File: config.mk
export PLATFORM = sky130hd
export DESIGN_NAME = hem_level_div
export DESIGN_NICKNAME = d
export VERILOG_FILES = /design/src/design/hem_pkg.sv /design/src/design/hem_level_div.sv
export SDC_FILE = /design/constraint.sdc
export NUM_CORES = 1
export LEC_CHECK = 0
export BUFFER_PORTS_ARGS = -buffer_cell sky130_fd_sc_hd__buf_2
export CAP_MARGIN = 0
export CORE_MARGIN = 2
export CORE_UTILIZATION = 50
export DETAILED_ROUTE_END_ITERATION = 8
export PLACE_DENSITY = 0.77
export SLEW_MARGIN = 20
export SYNTH_ARGS = -nofsm -noshare
export SYNTH_HDL_FRONTEND = slang
export SYNTH_SLANG_ARGS = --single-unit
File: constraint.sdc
create_clock -name i_clk -period 11.77 [get_ports i_clk]
set_input_delay 1.7655 -clock i_clk [delete_from_list [all_inputs] [get_ports i_clk]]
set_output_delay 1.7655 -clock i_clk [all_outputs]
set_load 0.005 [all_outputs]
File: src/design/hem_pkg.sv
// ----------------------------------------------------------------------------
// hem_pkg
// Shared types and constants of the histogram equalization map block.
// ----------------------------------------------------------------------------
package hem_pkg;

    localparam int MAX_ENTRIES_DEF = 256;
    localparam int LEVELS_DEF      = 256;

    localparam logic CMD_LOAD  = 1'b0;
    localparam logic CMD_QUERY = 1'b1;

    typedef struct packed {
        logic               command;
        logic signed [31:0] category;
        logic signed [31:0] entry_count;
        logic               last_entry;
    } t_cmd;

    typedef struct packed {
        logic [7:0]         mapped_level;
        logic signed [31:0] min_category;
        logic signed [31:0] max_category;
        logic               in_range;
        logic               table_full;
    } t_result;

    typedef enum logic [3:0] {
        S_IDLE,
        S_B0,
        S_B1,
        S_B2,
        S_B3,
        S_B4,
        S_SUM_RD,
        S_SUM_AC,
        S_LV_RD,
        S_LV_LD,
        S_LV_DIV,
        S_Q_RD,
        S_Q_CMP
    } t_state;

endpackage

File: src/design/hem_level_div.sv
// ----------------------------------------------------------------------------
// hem_level_div
// Serial unit for floor(LEVELS * num / den), clamped to LEVELS-1.
// ----------------------------------------------------------------------------
module hem_level_div #(
    parameter int LEVELS = hem_pkg::LEVELS_DEF,
    parameter int SW     = 39
) (
    input  logic          i_clk,
    input  logic          i_rst_n,
    input  logic          i_start,
    input  logic [SW:0]   i_num,
    input  logic [SW:0]   i_den,
    output logic          o_done,
    output logic [7:0]    o_level
);

    localparam int LW = $clog2(LEVELS + 1);
    localparam int BW = $clog2(LW);
    localparam int RW = SW + 3;
    localparam logic [LW-1:0] LEVELS_V = LW'(LEVELS);
    localparam logic [LW-1:0] LEVEL_MAX = LW'(LEVELS - 1);

    logic          r_busy, n_busy;
    logic          r_done, n_done;
    logic [BW-1:0] r_bit, n_bit;
    logic [RW-1:0] r_rem, n_rem;
    logic [LW-1:0] r_q, n_q;
    logic [SW:0]   r_num, n_num;
    logic [SW:0]   r_den, n_den;
    logic [7:0]    r_level, n_level;

    logic [RW-1:0] rem2, d1, d2;
    logic [LW-1:0] q2;

    // Horner scheme over the bits of LEVELS: the remainder stays below den,
    // so at most two subtractions of den are needed per step.
    always_comb begin
        n_busy  = r_busy;
        n_done  = 1'b0;
        n_bit   = r_bit;
        n_rem   = r_rem;
        n_q     = r_q;
        n_num   = r_num;
        n_den   = r_den;
        n_level = r_level;
        d1   = RW'(r_den);
        d2   = {d1[RW-2:0], 1'b0};
        rem2 = {r_rem[RW-2:0], 1'b0} + (LEVELS_V[r_bit] ? RW'(r_num) : '0);
        q2   = {r_q[LW-2:0], 1'b0};
        if (i_start) begin
            n_busy = 1'b1;
            n_bit  = BW'(LW - 1);
            n_rem  = '0;
            n_q    = '0;
            n_num  = i_num;
            n_den  = i_den;
        end else if (r_busy) begin
            if (rem2 >= d2) begin
                n_rem = rem2 - d2;
                n_q   = q2 + LW'(2);
            end else if (rem2 >= d1) begin
                n_rem = rem2 - d1;
                n_q   = q2 + LW'(1);
            end else begin
                n_rem = rem2;
                n_q   = q2;
            end
            if (r_bit == '0) begin
                n_busy  = 1'b0;
                n_done  = 1'b1;
                n_level = (n_q > LEVEL_MAX) ? 8'(LEVEL_MAX) : 8'(n_q);
            end else begin
                n_bit = r_bit - BW'(1);
            end
        end
    end

    always_ff @(posedge i_clk) begin
        if (!i_rst_n) begin
            r_busy <= 1'b0;
            r_done <= 1'b0;
        end else begin
            r_busy <= n_busy;
            r_done <= n_done;
        end
        r_bit   <= n_bit;
        r_rem   <= n_rem;
        r_q     <= n_q;
        r_num   <= n_num;
        r_den   <= n_den;
        r_level <= n_level;
    end

    assign o_done  = r_done;
    assign o_level = r_level;

endmodule

==> run summary <==
Multi-input gate area - 0.008000 mm2
Ys async rst share - 0
Commonest cells in the netlist - a21oi_1, ha_1, nand2_1, nor2_1, edfxtp_1
CP endpoint kind - flip-flop
Syn-to-layout area delta - 10.48%
Worst rel slew slack - 0.1804
Die height - 160.9 um
CP top delay family - compound AO/OA/AOI/OAI gates
Synth cell types - 82
CTS max path bufs - 2
Num rows - 57
Share of cells above drive strength 1 - 0.1021
EDFF count, synth - 88
Sum Neg Setup Slack - 0 ns
CTS H-Tree Depth - 4
Final instance count without filler cells - 1832
Hold_buf cts - 0
Half-perimeter wire length after placement - 25810 um
CTS sink cnt - 144
Status - complete, no violations
Register area share after synthesis - 0.3057
Buffers on Ports - 91
Final #Nets - 1702
Count leader, synth - a21oi_1
Worst Hold End - r_rem[28]
Fillers - 2223
Register area - 0.003765 mm2
CTS root buffer - clkbuf_16
Final slew viol count - 0
CP Buf/Inv Count - 3
Drt pass-1 iters - 7
Syn Inst Count - 1435
Flop2flop setup slack - 4.71 ns
CTS resizes - 0
GPL Wtd Cong - 0.9696
Slew @ Worst Pin - 1.228 ns
Final Hold Fails - 0
Tightest Hold Check Type - flip-flop to flip-flop
Ys flop type - edfxtp_1
Final setup viols - 0
Crit path max fanout - 40
Critical Path, Cell by Cell - buf_4 > nand2_1 > inv_1 > ha_1 > a211oi_1 > o211ai_1 > a21oi_1 > a211oi_1 > a221oi_1 > o21ai_1 > or4_1 > nand3_1 > ha_1 > nand3_1 > nor4_1 > a41o_1 > a21oi_1 > o221ai_2 > or2_1 > buf_4 > nand4_1 > xor2_1 > nand2_1
Global-route wire length before repair - 55370 um
Max incr delay on CP - 0.70 ns
Number of remaining DRC errors - 0
Slowest-stage cell, CP - nor4_1
Vias in the first global route - 10670
Number of cells on the worst reg-to-reg path - 23
Via density - 6.305
Total track usage - 0.2693
Worst endpoint required time - 11.93 ns
Largest net degree at the start of global routing - 66
IO Count - 92
Top area cells in the synthesized netlist - edfxtp_1, ha_1, dfxtp_1, a21oi_1, xnor2_1
TritonCTS buffer count - 17
Die ar. - 0.02590 mm2
Synth top area share - 0.2146
Cell taking the most area after synthesis - edfxtp_1
Syn_nets - 1642
CP Class - flip-flop to flip-flop
Post-Syn Area per Cell - 8.581 um2
Wire length per cell - 19.13 um
TritonCTS clock tree - yes
Achievable frequency - 141.6 MHz
Worst Path Arrival - 7.23 ns
Core Box Area - 0.02425 mm2
Max_cap viols - 0
Total number of vias - 11550
Hold path depth - 2
Grt ovf - 0
Clock-pin slew on the worst setup and hold paths - 0.07 ns
Initial core utilization - 0.5078
Initial antenna violation count - 0
YS warnings - 0
Reg2reg end - o_level[6]
Yosys reg bits - 144
Hold path start - r_rem[28]
Synth Cell Area - 0.01231 mm2
Postcts setup bufs - 0
Diodes inserted - 0
Max Clock Skew - 0.02074 ns
Die width - 160.9 um
Routed wire length - 35050 um
Unrepaired setup endpoints after global routing - false
Fin crit share - 0.6002
Placed Cells - 1800
Fin crit period - 7.064 ns
Later-pin clock latency in the skew report - 0.45 ns
Initial drt markers - 975
CP Launch Type - flip-flop
Routed Antenna Nets - 0
cells in the final DEF, fill, tap and decap left out, types with 11 or more instances in the layout:
| master | count |
|---|---|
| a21oi_1 | 126 |
| ha_1 | 121 |
| nand2_1 | 112 |
| nor2_1 | 103 |
| buf_2 | 90 |
| edfxtp_1 | 88 |
| inv_1 | 80 |
| o21ai_0 | 70 |
| xnor2_1 | 61 |
| a21o_1 | 55 |
| dfxtp_1 | 55 |
| and2_1 | 44 |
| xor2_1 | 43 |
| nand3_1 | 34 |
| a211oi_1 | 32 |
| nor3_1 | 31 |
| nand4_1 | 23 |
| a31oi_1 | 22 |
| o211ai_1 | 20 |
| clkbuf_16 | 20 |
| o21bai_1 | 19 |
| o21a_1 | 17 |
| and3_1 | 15 |
| nand2b_1 | 15 |
| a311oi_1 | 13 |
| nor2b_1 | 12 |
| o21ai_1 | 11 |
worst min-delay path: stages (launching register included):
cell     delay (ns)
dfxtp_1        0.31
nand2_1        0.05
o21ai_1        0.05
final cells by class:
cell class / count / share of cell area
inverters: 80 / 0.02208
multi-input cells: 1153 / 0.5881
clock buffers: 22 / 0.03882
well taps: 324 / 0.02980
repair buffers: 99 / 0.03808
flip-flops and latches: 144 / 0.2768
clock inverters: 10 / 0.006347
kinds of logic (layout without fill, tap and decap cells):
kind of cell	Yosys count	count (layout)	share of synthesized area
AND/OR/NAND/NOR	428	428	0.1710
flip-flops	144	144	0.3057
multiplexers	10	10	0.008637
XOR/XNOR	104	104	0.07398
adder cells (fa/ha/maj)	124	124	0.1278
buffers and inverters	138	211	0.04502
AO/OA/AOI/OAI	487	487	0.2679
state kept, by name (all words and copies together) (netlist names), named ones only:
signal / count
r_den: 40
r_bit: 4
o_level: 8
r_num: 40
r_rem: 41
o_done: 1
r_q: 8
r_busy: 1
per-layer routing:
metal	track usage	vias up	wire, um
li1	-	5504	-
met1	0.3595	5392	15140
met2	0.4294	540	15720
met3	0.04106	115	2657
met4	0.1287	0	1529
met5	0	-	0
worst max-delay path by stage:
stage | from | to | slack, ns | depth (start not counted)
global route | flip-flop | o_level[5] | 4.26 | 24
finish | flip-flop | o_level[6] | 4.71 | 23
detailed placement | flip-flop | o_level[6] | 4.86 | 24
floorplan | flip-flop | r_rem[0] | 6.24 | 24
global placement | flip-flop | o_level[4] | 5.04 | 24
CTS | flip-flop | o_level[6] | 4.78 | 24
through the flow:
| step | utilization | setup slack (ns) | hold slack (ns) | instance area (um2) |
|---|---|---|---|---|
| floorplan | - | 6.236 | 0.4309 | 12310 |
| global placement | 0.5357 | 5.037 | 0.4422 | 12990 |
| detailed placement | 0.5357 | 4.859 | 0.4538 | 12990 |
| CTS | 0.5610 | 4.783 | 0.4672 | 13600 |
| global route | 0.5610 | 4.256 | 0.4844 | 13600 |
| finish | 0.5610 | 4.706 | 0.4627 | 13600 |
Power is left out: the tool's default activity adds up to more than one toggle a clock period on the data nets, which glitch-free logic cannot reach.
